$ cat src/rtl/rsft_pkg.sv
//==============================================================================
// rsft_pkg
// Shared widths, codes and controller/datapath interface types of the race
// start and finish timer.
//==============================================================================
`default_nettype none

package rsft_pkg;

   // Field widths of one time stamp: hour[26:22] min[21:16] sec[15:10] msec[9:0]
   localparam int TIME_W  = 27;
   localparam int MS_W    = 10;
   localparam int SEC_W   = 6;
   localparam int MIN_W   = 6;
   localparam int HOUR_W  = 5;

   // Request and response field widths
   localparam int OP_W        = 2;
   localparam int BYTE_W      = 8;
   localparam int ENTRY_W     = 4;
   localparam int REQ_DATA_W  = 24;
   localparam int RSP_DATA_W  = 88;

   // Request kinds carried on req_tuser
   typedef enum logic [OP_W-1:0] {
      OP_TICK   = 2'd0,
      OP_BYTE   = 2'd1,
      OP_FINISH = 2'd2
   } op_type;

   // Response kinds carried on rsp_tuser
   localparam logic KIND_ACK   = 1'b0;
   localparam logic KIND_ENTRY = 1'b1;

   typedef enum logic [2:0] {
      ST_IDLE,
      ST_DECODE,
      ST_FIN_RD,
      ST_FIN_WR,
      ST_ACK,
      ST_DUMP_RD,
      ST_DUMP_EMIT
   } ctrl_state_type;

   // Commands from the controller to the datapath
   typedef struct packed {
      logic req_load;
      logic tick;
      logic byte_done;
      logic stamp_start;
      logic clear_slot;
      logic fin_write;
      logic rd_en;
      logic rd_dump;
      logic idx_clear;
      logic idx_inc;
      logic emit_ack;
      logic emit_entry;
   } cmd_type;

   // Status from the datapath to the controller
   typedef struct packed {
      logic                is_tick;
      logic                is_byte;
      logic                is_finish;
      logic                is_start_cmd;
      logic                is_ack_cmd;
      logic                is_read_cmd;
      logic                can_start;
      logic                can_finish;
      logic                clear_ok;
      logic                idx_last;
      logic                out_free;
      logic [ENTRY_W-1:0]  started;
      logic [ENTRY_W-1:0]  finished;
   } sts_type;

endpackage

`default_nettype wire

$ cat src/rtl/race_start_finish_timer_unit.sv
//==============================================================================
// race_start_finish_timer_unit
// Start and finish timing recorder with a time-of-day clock and tables of
// start, finish and elapsed times.
//==============================================================================
//
//  Channel  Direction  Payload                                   Handshake
//  req_     in         tuser: op; tdata: rx_byte, subsec          tvalid/tready
//  rsp_     out        tuser: kind; tdata: entry, start, finish,  tvalid/tready
//                      elapsed; tlast: last
//
//  A tick or an ignored byte passes through ST_IDLE and ST_DECODE; an
//  acknowledged command adds ST_ACK, and a finish press adds ST_FIN_RD and
//  ST_FIN_WR. A read command walks the tables through their single read
//  port, with ST_DUMP_RD and ST_DUMP_EMIT for each slot.
//  Reset is synchronous; the tables read as zero right after reset through
//  per-slot valid flags, so there is no clearing pass.
//  A stalled response holds in the output register; the block keeps taking
//  requests that produce no response while it waits.
//
`default_nettype none

module race_start_finish_timer_unit import rsft_pkg::*; #(
   parameter int MAX_ENTRIES = 9
) (
   input  wire logic                   clock,
   input  wire logic                   reset,
   // Request channel
   input  wire logic                   req_tvalid,
   output logic                        req_tready,
   input  wire logic [REQ_DATA_W-1:0]  req_tdata,   // rx_byte[7:0], subsec[17:8]
   input  wire logic [OP_W-1:0]        req_tuser,   // op[1:0]
   // Response channel
   output logic                        rsp_tvalid,
   input  wire logic                   rsp_tready,
   output logic [RSP_DATA_W-1:0]       rsp_tdata,   // entry[3:0], start_time[30:4],
                                                    // finish_time[57:31],
                                                    // elapsed_time[84:58]
   output logic                        rsp_tuser,   // kind[0]
   output logic                        rsp_tlast    // last
);

   // The controller sequences each request; the datapath holds all other state.
   cmd_type cmd;
   sts_type sts;

   rsft_ctrl u_ctrl (
      .clock      (clock),
      .reset      (reset),
      .req_tvalid (req_tvalid),
      .req_tready (req_tready),
      .sts        (sts),
      .cmd        (cmd)
   );

   // The datapath owns the clock, the tables and the response register.
   rsft_datapath #(
      .MAX_ENTRIES (MAX_ENTRIES)
   ) u_datapath (
      .clock      (clock),
      .reset      (reset),
      .req_tuser  (req_tuser),
      .req_tdata  (req_tdata),
      .cmd        (cmd),
      .sts        (sts),
      .rsp_tvalid (rsp_tvalid),
      .rsp_tready (rsp_tready),
      .rsp_tdata  (rsp_tdata),
      .rsp_tuser  (rsp_tuser),
      .rsp_tlast  (rsp_tlast)
   );

`ifndef SYNTH
   // A response is loaded only when the output register is free.
   assert property (@(posedge clock) disable iff (reset)
      (cmd.emit_ack || cmd.emit_entry) |-> (!rsp_tvalid || rsp_tready))
      else $error("response loaded over a pending response");

   // Finishes never run ahead of starts.
   assert property (@(posedge clock) disable iff (reset)
      sts.finished <= sts.started)
      else $error("finish count passed start count");

   // The start count never exceeds the table depth.
   assert property (@(posedge clock) disable iff (reset)
      sts.started <= ENTRY_W'(MAX_ENTRIES))
      else $error("start count beyond table depth");

   // A new request is taken only while no finish write or response load is being issued.
   assert property (@(posedge clock) disable iff (reset)
      (req_tvalid && req_tready) |-> !(cmd.fin_write || cmd.emit_ack || cmd.emit_entry))
      else $error("request accepted while busy");
`endif

endmodule

`default_nettype wire

$ cat src/rtl/rsft_ctrl.sv
//==============================================================================
// rsft_ctrl
// Sequencer of the timer: takes one request, decodes it and steps the datapath
// through ticking, stamping, clearing, finishing, acknowledging or the table dump.
//==============================================================================
`default_nettype none

module rsft_ctrl import rsft_pkg::*; (
   input  wire logic    clock,
   input  wire logic    reset,
   input  wire logic    req_tvalid,
   output logic         req_tready,
   input  wire sts_type sts,
   output cmd_type      cmd
);

   ctrl_state_type state_ff, state_in;

   always_ff @(posedge clock) begin
      if (reset) begin
         state_ff <= ST_IDLE;
      end else begin
         state_ff <= state_in;
      end
   end

   always_comb begin
      state_in   = state_ff;
      cmd        = '0;
      req_tready = 1'b0;
      unique case (state_ff)
         ST_IDLE: begin
            req_tready = 1'b1;
            if (req_tvalid) begin
               cmd.req_load = 1'b1;
               state_in     = ST_DECODE;
            end
         end
         ST_DECODE: begin
            priority if (sts.is_tick) begin
               cmd.tick = 1'b1;
               state_in = ST_IDLE;
            end else if (sts.is_byte) begin
               cmd.byte_done = 1'b1;
               priority if (sts.is_start_cmd) begin
                  cmd.stamp_start = sts.can_start;
                  state_in        = ST_ACK;
               end else if (sts.is_ack_cmd) begin
                  state_in = ST_ACK;
               end else if (sts.is_read_cmd) begin
                  cmd.idx_clear = 1'b1;
                  state_in      = ST_DUMP_RD;
               end else begin
                  cmd.clear_slot = sts.clear_ok;
                  state_in       = ST_IDLE;
               end
            end else if (sts.is_finish && sts.can_finish) begin
               state_in = ST_FIN_RD;
            end else begin
               state_in = ST_IDLE;
            end
         end
         ST_FIN_RD: begin
            cmd.rd_en = 1'b1;
            state_in  = ST_FIN_WR;
         end
         ST_FIN_WR: begin
            cmd.fin_write = 1'b1;
            state_in      = ST_IDLE;
         end
         ST_ACK: begin
            if (sts.out_free) begin
               cmd.emit_ack = 1'b1;
               state_in     = ST_IDLE;
            end
         end
         ST_DUMP_RD: begin
            cmd.rd_en   = 1'b1;
            cmd.rd_dump = 1'b1;
            state_in    = ST_DUMP_EMIT;
         end
         ST_DUMP_EMIT: begin
            cmd.rd_en   = 1'b1;
            cmd.rd_dump = 1'b1;
            if (sts.out_free) begin
               cmd.emit_entry = 1'b1;
               if (sts.idx_last) begin
                  state_in = ST_IDLE;
               end else begin
                  cmd.idx_inc = 1'b1;
                  state_in    = ST_DUMP_RD;
               end
            end
         end
         default: begin
            state_in = ST_IDLE;
         end
      endcase
   end

endmodule

`default_nettype wire

$ cat src/rtl/rsft_datapath.sv
//==============================================================================
// rsft_datapath
// Time-of-day clock, start and result tables, counters, elapsed-time
// arithmetic and the response register of the timer.
//==============================================================================
`default_nettype none

module rsft_datapath import rsft_pkg::*; #(
   parameter int MAX_ENTRIES = 9
) (
   input  wire logic                   clock,
   input  wire logic                   reset,
   input  wire logic [OP_W-1:0]        req_tuser,
   input  wire logic [REQ_DATA_W-1:0]  req_tdata,
   input  wire cmd_type                cmd,
   output sts_type                     sts,
   output logic                        rsp_tvalid,
   input  wire logic                   rsp_tready,
   output logic [RSP_DATA_W-1:0]       rsp_tdata,
   output logic                        rsp_tuser,
   output logic                        rsp_tlast
);

   localparam int CNT_W = $clog2(MAX_ENTRIES + 1);
   localparam int IDX_W = (MAX_ENTRIES > 1) ? $clog2(MAX_ENTRIES) : 1;
   localparam int RES_W = 2 * TIME_W;
   localparam logic [CNT_W-1:0] CNT_MAX  = CNT_W'(MAX_ENTRIES);
   localparam logic [IDX_W-1:0] IDX_LAST = IDX_W'(MAX_ENTRIES - 1);

   localparam logic [BYTE_W-1:0] CH_START   = 8'h73;  // 's'
   localparam logic [BYTE_W-1:0] CH_CANCEL  = 8'h63;  // 'c'
   localparam logic [BYTE_W-1:0] CH_READ    = 8'h72;  // 'r'
   localparam logic [BYTE_W-1:0] CH_CONNECT = 8'h71;  // 'q'
   localparam logic [BYTE_W-1:0] CH_ZERO    = 8'h30;  // '0'
   localparam logic [BYTE_W-1:0] CH_ONE     = 8'h31;  // '1'
   localparam logic [BYTE_W-1:0] DIGIT_HI   = CH_ZERO + BYTE_W'(MAX_ENTRIES);

   localparam logic [MS_W-1:0]   MS_MAX      = 10'd999;
   localparam logic [MS_W-1:0]   MS_PER_SEC  = 10'd1000;
   localparam logic [SEC_W-1:0]  SEC_LAST    = 6'd59;
   localparam logic [SEC_W-1:0]  SEC_PER_MIN = 6'd60;
   localparam logic [MIN_W-1:0]  MIN_LAST    = 6'd59;
   localparam logic [MIN_W-1:0]  MIN_PER_HR  = 6'd60;
   localparam logic [HOUR_W-1:0] HOUR_LAST   = 5'd23;
   localparam logic [HOUR_W-1:0] HR_PER_DAY  = 5'd24;

   // Latched request
   logic [OP_W-1:0]   op_ff;
   logic [BYTE_W-1:0] byte_ff;
   logic [MS_W-1:0]   subsec_ff;

   // Control state
   logic [HOUR_W-1:0] hour_ff, hour_in;
   logic [MIN_W-1:0]  min_ff, min_in;
   logic [SEC_W-1:0]  sec_ff, sec_in;
   logic [CNT_W-1:0]  start_cnt_ff, start_cnt_in;
   logic [CNT_W-1:0]  fin_cnt_ff, fin_cnt_in;
   logic              on_track_ff, on_track_in;
   logic [BYTE_W-1:0] prev_byte_ff, prev_byte_in;
   logic [IDX_W-1:0]  idx_ff, idx_in;
   logic              start_vld_ff [MAX_ENTRIES];
   logic              res_vld_ff   [MAX_ENTRIES];

   // Tables: start stamps, and finish plus elapsed stamps of each slot
   logic [TIME_W-1:0] start_mem [MAX_ENTRIES];
   logic [RES_W-1:0]  res_mem   [MAX_ENTRIES];
   logic [TIME_W-1:0] rd_start_ff;
   logic [RES_W-1:0]  rd_res_ff;
   logic              rd_svld_ff;
   logic              rd_rvld_ff;
   logic [IDX_W-1:0]  rd_addr;

   // Response register
   logic                  rsp_valid_ff, rsp_valid_in;
   logic [RSP_DATA_W-1:0] rsp_data_ff;
   logic                  rsp_kind_ff;
   logic                  rsp_last_ff;

   // Datapath signals
   logic [MS_W-1:0]   ms_sat;
   logic [TIME_W-1:0] now_time;
   logic [TIME_W-1:0] st_time;
   logic [TIME_W-1:0] rep_start, rep_finish, rep_elapsed;
   logic [TIME_W-1:0] elapsed;
   logic [MS_W-1:0]   el_ms;
   logic              ms_borrow;
   logic [SEC_W:0]    s_diff;
   logic [MIN_W:0]    m_diff;
   logic [HOUR_W:0]   h_diff;
   logic [SEC_W-1:0]  el_sec;
   logic [MIN_W-1:0]  el_min;
   logic [HOUR_W-1:0] el_hour;
   logic [IDX_W-1:0]  fin_idx, start_idx, clr_idx;
   logic [BYTE_W-1:0] clr_slot;
   logic              out_free;

   assign fin_idx   = fin_cnt_ff[IDX_W-1:0];
   assign start_idx = start_cnt_ff[IDX_W-1:0];
   assign clr_slot  = byte_ff - CH_ONE;
   assign clr_idx   = clr_slot[IDX_W-1:0];
   assign out_free  = !rsp_valid_ff || rsp_tready;

   // Stamp of the current clock with the saturated millisecond count
   always_comb begin
      ms_sat   = (subsec_ff > MS_MAX) ? MS_MAX : subsec_ff;
      now_time = {hour_ff, min_ff, sec_ff, ms_sat};
   end

   // Elapsed time: field-wise subtract with borrows, hour wraps over midnight
   always_comb begin
      st_time   = rd_svld_ff ? rd_start_ff : '0;
      ms_borrow = now_time[MS_W-1:0] < st_time[MS_W-1:0];
      el_ms     = now_time[MS_W-1:0] - st_time[MS_W-1:0]
                  + (ms_borrow ? MS_PER_SEC : '0);
      s_diff    = {1'b0, now_time[15:10]} - {1'b0, st_time[15:10]}
                  - (SEC_W+1)'(ms_borrow);
      el_sec    = s_diff[SEC_W-1:0] + (s_diff[SEC_W] ? SEC_PER_MIN : '0);
      m_diff    = {1'b0, now_time[21:16]} - {1'b0, st_time[21:16]}
                  - (MIN_W+1)'(s_diff[SEC_W]);
      el_min    = m_diff[MIN_W-1:0] + (m_diff[MIN_W] ? MIN_PER_HR : '0);
      h_diff    = {1'b0, now_time[26:22]} - {1'b0, st_time[26:22]}
                  - (HOUR_W+1)'(m_diff[MIN_W]);
      if ($signed(h_diff) < -$signed((HOUR_W+1)'(HR_PER_DAY))) begin
         el_hour = h_diff[HOUR_W-1:0] + HR_PER_DAY + HR_PER_DAY;
      end else if (h_diff[HOUR_W]) begin
         el_hour = h_diff[HOUR_W-1:0] + HR_PER_DAY;
      end else begin
         el_hour = h_diff[HOUR_W-1:0];
      end
      elapsed = {el_hour, el_min, el_sec, el_ms};
   end

   // Next values of the control state
   always_comb begin
      hour_in      = hour_ff;
      min_in       = min_ff;
      sec_in       = sec_ff;
      start_cnt_in = start_cnt_ff;
      fin_cnt_in   = fin_cnt_ff;
      on_track_in  = on_track_ff;
      prev_byte_in = prev_byte_ff;
      idx_in       = idx_ff;
      if (cmd.tick && on_track_ff) begin
         if (sec_ff == SEC_LAST) begin
            sec_in = '0;
            if (min_ff == MIN_LAST) begin
               min_in  = '0;
               hour_in = (hour_ff == HOUR_LAST) ? '0 : hour_ff + 1'b1;
            end else begin
               min_in = min_ff + 1'b1;
            end
         end else begin
            sec_in = sec_ff + 1'b1;
         end
      end
      if (cmd.byte_done) begin
         prev_byte_in = byte_ff;
      end
      if (cmd.stamp_start) begin
         start_cnt_in = start_cnt_ff + 1'b1;
         on_track_in  = 1'b1;
      end
      if (cmd.fin_write) begin
         fin_cnt_in = fin_cnt_ff + 1'b1;
         if (fin_cnt_in == start_cnt_ff) begin
            on_track_in = 1'b0;
         end
      end
      if (cmd.idx_clear) begin
         idx_in = '0;
      end else if (cmd.idx_inc) begin
         idx_in = idx_ff + 1'b1;
      end
   end

   always_ff @(posedge clock) begin
      if (reset) begin
         hour_ff      <= '0;
         min_ff       <= '0;
         sec_ff       <= '0;
         start_cnt_ff <= '0;
         fin_cnt_ff   <= '0;
         on_track_ff  <= 1'b0;
         prev_byte_ff <= '0;
         idx_ff       <= '0;
      end else begin
         hour_ff      <= hour_in;
         min_ff       <= min_in;
         sec_ff       <= sec_in;
         start_cnt_ff <= start_cnt_in;
         fin_cnt_ff   <= fin_cnt_in;
         on_track_ff  <= on_track_in;
         prev_byte_ff <= prev_byte_in;
         idx_ff       <= idx_in;
      end
   end

   // Request capture
   always_ff @(posedge clock) begin
      if (cmd.req_load) begin
         op_ff     <= req_tuser;
         byte_ff   <= req_tdata[7:0];
         subsec_ff <= req_tdata[17:8];
      end
   end

   // Slot valid flags: an invalid slot reads as all zero
   always_ff @(posedge clock) begin
      if (reset) begin
         for (int i = 0; i < MAX_ENTRIES; i++) begin
            start_vld_ff[i] <= 1'b0;
            res_vld_ff[i]   <= 1'b0;
         end
      end else begin
         for (int i = 0; i < MAX_ENTRIES; i++) begin
            if (cmd.stamp_start && start_idx == IDX_W'(i)) begin
               start_vld_ff[i] <= 1'b1;
            end
            if (cmd.fin_write && fin_idx == IDX_W'(i)) begin
               res_vld_ff[i] <= 1'b1;
            end
            if (cmd.clear_slot && clr_idx == IDX_W'(i)) begin
               start_vld_ff[i] <= 1'b0;
               res_vld_ff[i]   <= 1'b0;
            end
         end
      end
   end

   // Table writes and the single registered read port
   assign rd_addr = cmd.rd_dump ? idx_ff : fin_idx;

   always_ff @(posedge clock) begin
      if (cmd.stamp_start) begin
         start_mem[start_idx] <= now_time;
      end
      if (cmd.fin_write) begin
         res_mem[fin_idx] <= {elapsed, now_time};
      end
      if (cmd.rd_en) begin
         rd_start_ff <= start_mem[rd_addr];
         rd_res_ff   <= res_mem[rd_addr];
         rd_svld_ff  <= start_vld_ff[rd_addr];
         rd_rvld_ff  <= res_vld_ff[rd_addr];
      end
   end

   // Response register
   always_comb begin
      rep_start   = rd_svld_ff ? rd_start_ff : '0;
      rep_finish  = rd_rvld_ff ? rd_res_ff[TIME_W-1:0] : '0;
      rep_elapsed = rd_rvld_ff ? rd_res_ff[RES_W-1:TIME_W] : '0;
      if (cmd.emit_ack || cmd.emit_entry) begin
         rsp_valid_in = 1'b1;
      end else if (rsp_tready) begin
         rsp_valid_in = 1'b0;
      end else begin
         rsp_valid_in = rsp_valid_ff;
      end
   end

   always_ff @(posedge clock) begin
      if (reset) begin
         rsp_valid_ff <= 1'b0;
      end else begin
         rsp_valid_ff <= rsp_valid_in;
      end
   end

   always_ff @(posedge clock) begin
      if (cmd.emit_ack) begin
         rsp_data_ff <= '0;
         rsp_kind_ff <= KIND_ACK;
         rsp_last_ff <= 1'b1;
      end else if (cmd.emit_entry) begin
         rsp_data_ff <= {3'b000, rep_elapsed, rep_finish, rep_start,
                         ENTRY_W'(idx_ff)};
         rsp_kind_ff <= KIND_ENTRY;
         rsp_last_ff <= (idx_ff == IDX_LAST);
      end
   end

   assign rsp_tvalid = rsp_valid_ff;
   assign rsp_tdata  = rsp_data_ff;
   assign rsp_tuser  = rsp_kind_ff;
   assign rsp_tlast  = rsp_last_ff;

   // Status to the controller
   always_comb begin
      sts              = '0;
      sts.is_tick      = (op_ff == OP_TICK);
      sts.is_byte      = (op_ff == OP_BYTE);
      sts.is_finish    = (op_ff == OP_FINISH);
      sts.is_start_cmd = (byte_ff == CH_START);
      sts.is_ack_cmd   = (byte_ff == CH_CANCEL) || (byte_ff == CH_CONNECT);
      sts.is_read_cmd  = (byte_ff == CH_READ);
      sts.can_start    = (start_cnt_ff < CNT_MAX);
      sts.can_finish   = (fin_cnt_ff < start_cnt_ff) && (fin_cnt_ff < CNT_MAX);
      sts.clear_ok     = (prev_byte_ff == CH_CANCEL) && (byte_ff >= CH_ONE)
                         && (byte_ff <= DIGIT_HI);
      sts.idx_last     = (idx_ff == IDX_LAST);
      sts.out_free     = out_free;
      sts.started      = ENTRY_W'(start_cnt_ff);
      sts.finished     = ENTRY_W'(fin_cnt_ff);
   end

endmodule

`default_nettype wire
$ cat config.mk
export PLATFORM = sky130hd
export DESIGN_NAME = race_start_finish_timer_unit
export DESIGN_NICKNAME = d
export VERILOG_FILES = /design/src/rtl/rsft_pkg.sv /design/src/rtl/race_start_finish_timer_unit.sv /design/src/rtl/rsft_ctrl.sv /design/src/rtl/rsft_datapath.sv
export SDC_FILE = /design/constraint.sdc
export NUM_CORES = 1
export LEC_CHECK = 0
export BUFFER_PORTS_ARGS = -buffer_cell sky130_fd_sc_hd__clkbuf_2
export CAP_MARGIN = 0
export CORE_MARGIN = 2
export CORE_UTILIZATION = 30
export DETAILED_ROUTE_END_ITERATION = 8
export PLACE_DENSITY = 0.54
export SKIP_CTS_REPAIR_TIMING = 1
export SLEW_MARGIN = 20
export SYNTH_ARGS = -nofsm -noshare
export SYNTH_HDL_FRONTEND = slang
export SYNTH_SLANG_ARGS = --single-unit
$ cat constraint.sdc
create_clock -name clock -period 7.4 [get_ports clock]
set_input_delay 0.74 -clock clock [delete_from_list [all_inputs] [get_ports clock]]
set_output_delay 0.74 -clock clock [all_outputs]
set_load 0.01 [all_outputs]
==> run_results.csv, run 1 <==
group,metric,value,unit
outcome,outcome,"finished, final reports clean",
finish,layout_common_cells,"nand2_1, edfxtp_1, nand3_1, dfxtp_1, a21oi_1",
clock_tree,path_clk_slew,0.06,ns
power,ir_worst_vdd,0.1934,mV
logic_synthesis,netlist_area,39660,um2
clock_tree,tritoncts,"done",
route,wirelength,110900,um
finish,ff_latch_area,28090,um2
logic_synthesis,ys_ff_latch,979,
power,power.density,250.2,nW/um2
clock_tree,htreeDepth,3,
sta,finClkSkew,0.02855,ns
logic_synthesis,ys_warn_count,0,
sta,fin_ws,0.2865,ns
global_route,grt_start_max_net_pins,169,
setup_path,max_stage_delay,0.41,ns
logic_synthesis,synth_cells,3275,
route,drt_iter0_markers,2280,
sta,finalCritPeriodShare,96.13,%
setup_path,worstPathRequired,7.82,ns
route,final_antenna_net_count,0,
finish,fin_cells,5229,
clock_tree,clkLatencyLatePin,0.69,ns
sta,tightest_slew,1.137,ns
logic_synthesis,synth_cell_types,63,
placed_design,post-place-cells,5024,
setup_path,path_class,"reg2reg",
clock_tree,root_buffer,"clkbuf_16",
global_route,grt.overflow.total,0,
sta,fin_setup_tns,0,ns
route,dr.pass1.iters,5,
logic_synthesis,ys_seq_area_share,70.81,%
route,via_count,25615,
clock_tree,clkSinkCount,979,
setup_path,cp_max_fo,5,
global_route,grt_usage,16.09,%
finish,synthToLayoutAreaGrowth,16.46,%
logic_synthesis,synth-edff-count,848,
setup_path,worstSetupEndpointType,"flop",
finish,final_common_cell,"nand2_1",
placed_design,port-buffer-count,112,
floorplanning,die_y,367.6,um
sta,fin_crit,7.114,ns
placed_design,gp_congestion,0.7961,
setup_path,start_kind,"flop",
global_route,grt_pass1_vias,25006,
sta,setup_viol,0,
floorplanning,io_pins,122,
route,viasPerCell,4.899,
sta,hold_viol_final,0,
logic_synthesis,avgSynthCellArea,12.11,um2
sta,slew_headroom,24.07,%
finish,layout-drive-gt1-share,11.92,%
floorplanning,core,131300,um2
placed_design,place_ws,-0.1222,ns
finish,multi_input_area,10860,um2
finish,nNetsFinal,3496,
route,wl_per_cell,21.20,um
hold_path,hp-class,"in2reg",
logic_synthesis,async_flop_share,0,%
logic_synthesis,synth_top_flop_cell,"edfxtp_1",
setup_path,crit_slowest_cell,"fa_2",
flow_run,maxCapViolations,0,
power,p_leak,0.01636,uW
sta,report.final.slew_viol_count,0,
route,drc_errors,0,
setup_path,crit_arrival,7.54,ns
global_route,grt_pass1_wl,164500,um
placed_design,dp_hpwl,61130,um
floorplanning,die_w,367.6,um
floorplanning,dieArea,135100,um2
global_route,antenna_found_initial,7,
clock_tree,cts.path.max_buffers,3,
sta,fmax,140.6,MHz
clock_tree,cts_inserted_buffers,105,
finish,fillers,12721,
floorplanning,core.rowCount,133,
floorplanning,start_util,30.21,%
[per-layer routing]
layer	GRT usage, %	share of wire [%]	up-vias
li1	-	-	11908
met1	22.54	46	12828
met2	25.92	46	734
met3	2.532	6.0	143
met4	4.161	1.9	2
met5	0	0.014	-
[cell families (layout without fill, tap and decap cells)]
logic type | Yosys count | after routing | share of synthesized area [%]
simple gates | 1592 | 1592 | 17.54
xor+xnor | 58 | 59 | 1.281
other cells | 1 | 4 | 0.009455
mux | 8 | 8 | 0.2051
fa+ha+maj | 85 | 85 | 2.883
compound gates | 275 | 275 | 4.587
flops | 979 | 979 | 70.81
buf+inv | 277 | 472 | 2.678
[power by group]
part / switching, uW / total [uW] / internal (uW)
registers: 9.53 / 6030 / 6020
logic: 189 / 264 / 75.8
clock network: 2170 / 5270 / 3090
[final timing paths]
check | startpoint | end | slack (ns) | depth (start not counted)
worst max-delay path | u_datapath.subsec_ff[4] | u_datapath.res_mem[2][53] | 0.29 | 36
worst min register to register | u_datapath.rsp_tdata[82] | u_datapath.rsp_tdata[82] | 0.45 | 2
worst max register to register | u_datapath.subsec_ff[4] | u_datapath.res_mem[2][53] | 0.29 | 36
worst min-delay path | req_tdata[8] | u_datapath.subsec_ff[0] | 0.22 | 1
[metrics by stage]
stage / hold slack (ns) / utilization, % / total power, uW / area, um2
2_1_floorplan: 0.4313 / - / 6275 / 39700
3_3_place_gp: 0.4405 / 32.32 / 6391 / 42440
3_5_place_dp: 0.4442 / 32.35 / 6396 / 42470
4_1_cts: 0.1745 / 35.00 / 11680 / 45960
5_1_grt: 0.1982 / 35.18 / 11900 / 46190
6_report: 0.2238 / 35.18 / 11560 / 46190
[area by class of cell]
| class | instances | area share, % |
|---|---|---|
| inverters | 79 | 0.6420 |
| repair buffers | 195 | 2.730 |
| multi-input cells | 2022 | 23.51 |
| clock inverters | 39 | 0.8641 |
| diodes | 1 | 0.005417 |
| flip-flops and latches | 979 | 60.80 |
| well taps | 1755 | 4.754 |
| clock buffers | 159 | 6.688 |
[Yosys cell counts, types with 7 or more instances]
| library cell | count | share of area, % |
|---|---|---|
| edfxtp_1 | 848 | 64 |
| nand2b_1 | 13 | 0.21 |
| o21a_1 | 7 | 0.13 |
| a32oi_1 | 83 | 1.8 |
| or3_1 | 21 | 0.33 |
| and3_1 | 7 | 0.11 |
| xnor2_1 | 34 | 0.75 |
| nand3_1 | 481 | 6.1 |
| nor2_1 | 67 | 0.63 |
| ha_1 | 73 | 2.3 |
| nor3_1 | 23 | 0.29 |
| a21oi_1 | 118 | 1.5 |
| dfxtp_1 | 131 | 6.6 |
| mux2i_1 | 7 | 0.18 |
| nand4_1 | 9 | 0.14 |
| fa_1 | 11 | 0.56 |
| clkbuf_1 | 167 | 1.6 |
| a21o_1 | 10 | 0.19 |
| and2_1 | 29 | 0.46 |
| or2_2 | 8 | 0.13 |
| nand2_1 | 906 | 8.6 |
| nor2b_1 | 7 | 0.11 |
| buf_1 | 26 | 0.25 |
| o21ai_0 | 26 | 0.33 |
| inv_1 | 78 | 0.74 |
| xor2_1 | 24 | 0.53 |
[sequential cells by signal, summed over array words and instances (netlist names), 5 cells and up]
| register | cells |
|---|---|
| u_datapath.res_mem | 486 |
| u_datapath.start_mem | 243 |
| u_datapath.rsp_tdata | 85 |
| u_datapath.rd_res_ff | 54 |
| u_datapath.rd_start_ff | 27 |
| u_datapath.subsec_ff | 10 |
| u_datapath.res_vld_ff | 9 |
| u_datapath.start_vld_ff | 9 |
| u_datapath.byte_ff | 8 |
| u_datapath.prev_byte_ff | 8 |
| u_datapath.min_ff | 6 |
| u_datapath.sec_ff | 6 |
| u_datapath.hour_ff | 5 |
[worst max-delay path, delay by kind of cell, from the launching register on]
family / cells / cell delay [ns]
adders and majority gates: 9 / 2.45
AOI/OAI and AO/OA: 11 / 1.79
xor gates and xnor gates: 6 / 1.01
and+or+nand+nor: 4 / 0.72
buffers and inverters: 6 / 0.47
DFF: 1 / 0.40
Note: power is estimated with default switching activity, not from simulation.
==> inputs of run 2 (changes only) <==
--- a/config.mk
+++ b/config.mk
@@ -7,6 +7,7 @@
 export LEC_CHECK = 0
 export BUFFER_PORTS_ARGS = -buffer_cell sky130_fd_sc_hd__clkbuf_2
 export CAP_MARGIN = 0
+export CORE_ASPECT_RATIO = 1.5
 export CORE_MARGIN = 2
 export CORE_UTILIZATION = 30
 export DETAILED_ROUTE_END_ITERATION = 8
==> run_results.csv, run 2 (synthesis results as in run 1) <==
group,metric,value,unit
finish,layout_common_cells,"nand2_1, edfxtp_1, nand3_1, dfxtp_1, a21oi_1",
route,final_antenna_net_count,0,
sta,fin_setup_tns,0,ns
clock_tree,path_clk_slew,0.06,ns
floorplanning,dieArea,135200,um2
route,drc_errors,0,
global_route,grt_pass1_vias,24868,
global_route,grt_usage,15.91,%
global_route,grt_pass1_wl,161500,um
route,wl_per_cell,21.10,um
hold_path,hp-class,"in2reg",
route,via_count,25263,
clock_tree,clkSinkCount,979,
flow_run,maxCapViolations,0,
sta,finClkSkew,0.03120,ns
floorplanning,die_y,449.3,um
finish,regMostFlops,"u_datapath.res_mem",
sta,slew_headroom,24.60,%
power,p_leak,0.01614,uW
clock_tree,cts.path.max_buffers,3,
placed_design,dp_hpwl,62290,um
finish,final_util,34.77,%
placed_design,port-buffer-count,112,
floorplanning,core,131300,um2
finish,layout-drive-gt1-share,11.53,%
setup_path,worstReg2RegEnd,"u_datapath.res_mem[0][53]",
setup_path,crit_slowest_cell,"fa_2",
setup_path,ff2ff_path_depth,36,
clock_tree,cts_inserted_buffers,94,
hold_path,min_to,"u_datapath.byte_ff[5]",
floorplanning,start_util,30.20,%
route,wirelength,109200,um
setup_path,path_class,"reg2reg",
hold_path,hp-start,"req_tdata[5]",
global_route,grt.overflow.total,0,
setup_path,crit_arrival,7.62,ns
clock_tree,clkLatencyLatePin,0.70,ns
placed_design,post-place-cells,4998,
setup_path,start_kind,"flop",
sta,rsz0062_at_grt,"true",
setup_path,worstSetupEndpointType,"flop",
sta,setup_viol,0,
clock_tree,root_buffer,"clkbuf_16",
sta,fin_crit,7.201,ns
sta,finalCritPeriodShare,97.31,%
finish,nNetsFinal,3479,
setup_path,worstPathRequired,7.82,ns
setup_path,max_stage_delay,0.38,ns
setup_path,cp_max_fo,5,
sta,hold_viol_final,0,
setup_path,worstReg2RegStart,"u_datapath.subsec_ff[7]",
floorplanning,io_pins,122,
clock_tree,htreeDepth,3,
finish,fin_cells,5177,
sta,tightest_slew,1.129,ns
power,power.density,243.1,nW/um2
placed_design,place_ws,-0.1556,ns
sta,fmax,138.9,MHz
floorplanning,core.rowCount,163,
route,dr.pass1.iters,5,
global_route,grt_start_max_net_pins,172,
clock_tree,tritoncts,"done",
setup_path,r2r_slack,0.20,ns
hold_path,whs_path_depth,1,
global_route,antenna_found_initial,7,
sta,report.final.slew_viol_count,0,
route,drt_iter0_markers,1853,
placed_design,gp_congestion,0.7955,
finish,largest_register_ffs,486,
finish,synthToLayoutAreaGrowth,15.14,%
route,viasPerCell,4.880,
floorplanning,die_w,300.9,um
power,ir_worst_vdd,0.1889,mV
sta,fin_ws,0.1993,ns
outcome,outcome,"finished, final reports clean",
finish,final_common_cell,"nand2_1",
[run 2: changes by cell type in the layout (fill, tap and decap cells not counted), sizes merged]
cell      change
buf           -6
clkinvlp      -1
inv           +3
bufinv        +2
clkbuf       -39
clkinv       +12
[run 2: stage by stage]
step	hold WS, ns	area [um2]	total power, uW
2_1_floorplan	0.4313	39700	6275
3_3_place_gp	0.4392	42410	6374
3_5_place_dp	0.4451	42410	6379
4_1_cts	0.1770	45490	11200
5_1_grt	0.1862	45670	11440
6_report	0.2193	45670	11100
[run 2: cell type report]
cell class | instances | area, um2
timing repair buffer | 189 | 1192
multi-input combinational | 2022 | 10850
antenna | 1 | 2.502
tap | 1732 | 2167
clock buffer | 120 | 2564
inverter | 79 | 296.5
clock inverter | 55 | 513.0
sequential | 979 | 28090
fill | 12879 | 85670
[run 2: metal layers]
metal,global-route usage [%],vias up,wire [um]
met5,0,-,26
met4,4.835,4,2703
met3,2.410,159,5487
met2,27.42,695,54190
met1,20.50,12557,46810
li1,-,11848,-
[run 2: worst max path at each step]
stage	from	to	slack, ns	depth (start not counted)
CTS	u_datapath.subsec_ff[6]	u_datapath.res_mem[0][53]	-0.25	36
floorplan	u_datapath.subsec_ff[3]	u_datapath.res_mem[0][53]	0.02	35
finish	u_datapath.subsec_ff[7]	u_datapath.res_mem[0][53]	0.20	36
detailed placement	u_datapath.subsec_ff[6]	u_datapath.res_mem[1][53]	-0.16	36
global route	u_datapath.subsec_ff[7]	u_datapath.res_mem[0][53]	-0.15	36
global placement	u_datapath.subsec_ff[3]	u_datapath.res_mem[1][53]	-0.25	36
[run 2: where the power goes]
| group | total, uW | internal, uW | switching [uW] |
|---|---|---|---|
| clock | 4830 | 2740 | 2090 |
| combinational | 244 | 70.3 | 173 |
| sequential | 6030 | 6010 | 11.4 |
| total | 11100 | 8820 | 2280 |
[run 2: critical path: cells and delay by family, from the launching register on]
family                     cells  cell delay (ns)
DFF                            1             0.35
buffers and inverters          6             0.45
xor gates and xnor gates       6             1.03
adders and majority gates      9             2.31
AOI/OAI and AO/OA             10             1.81
and+or+nand+nor                5             0.94
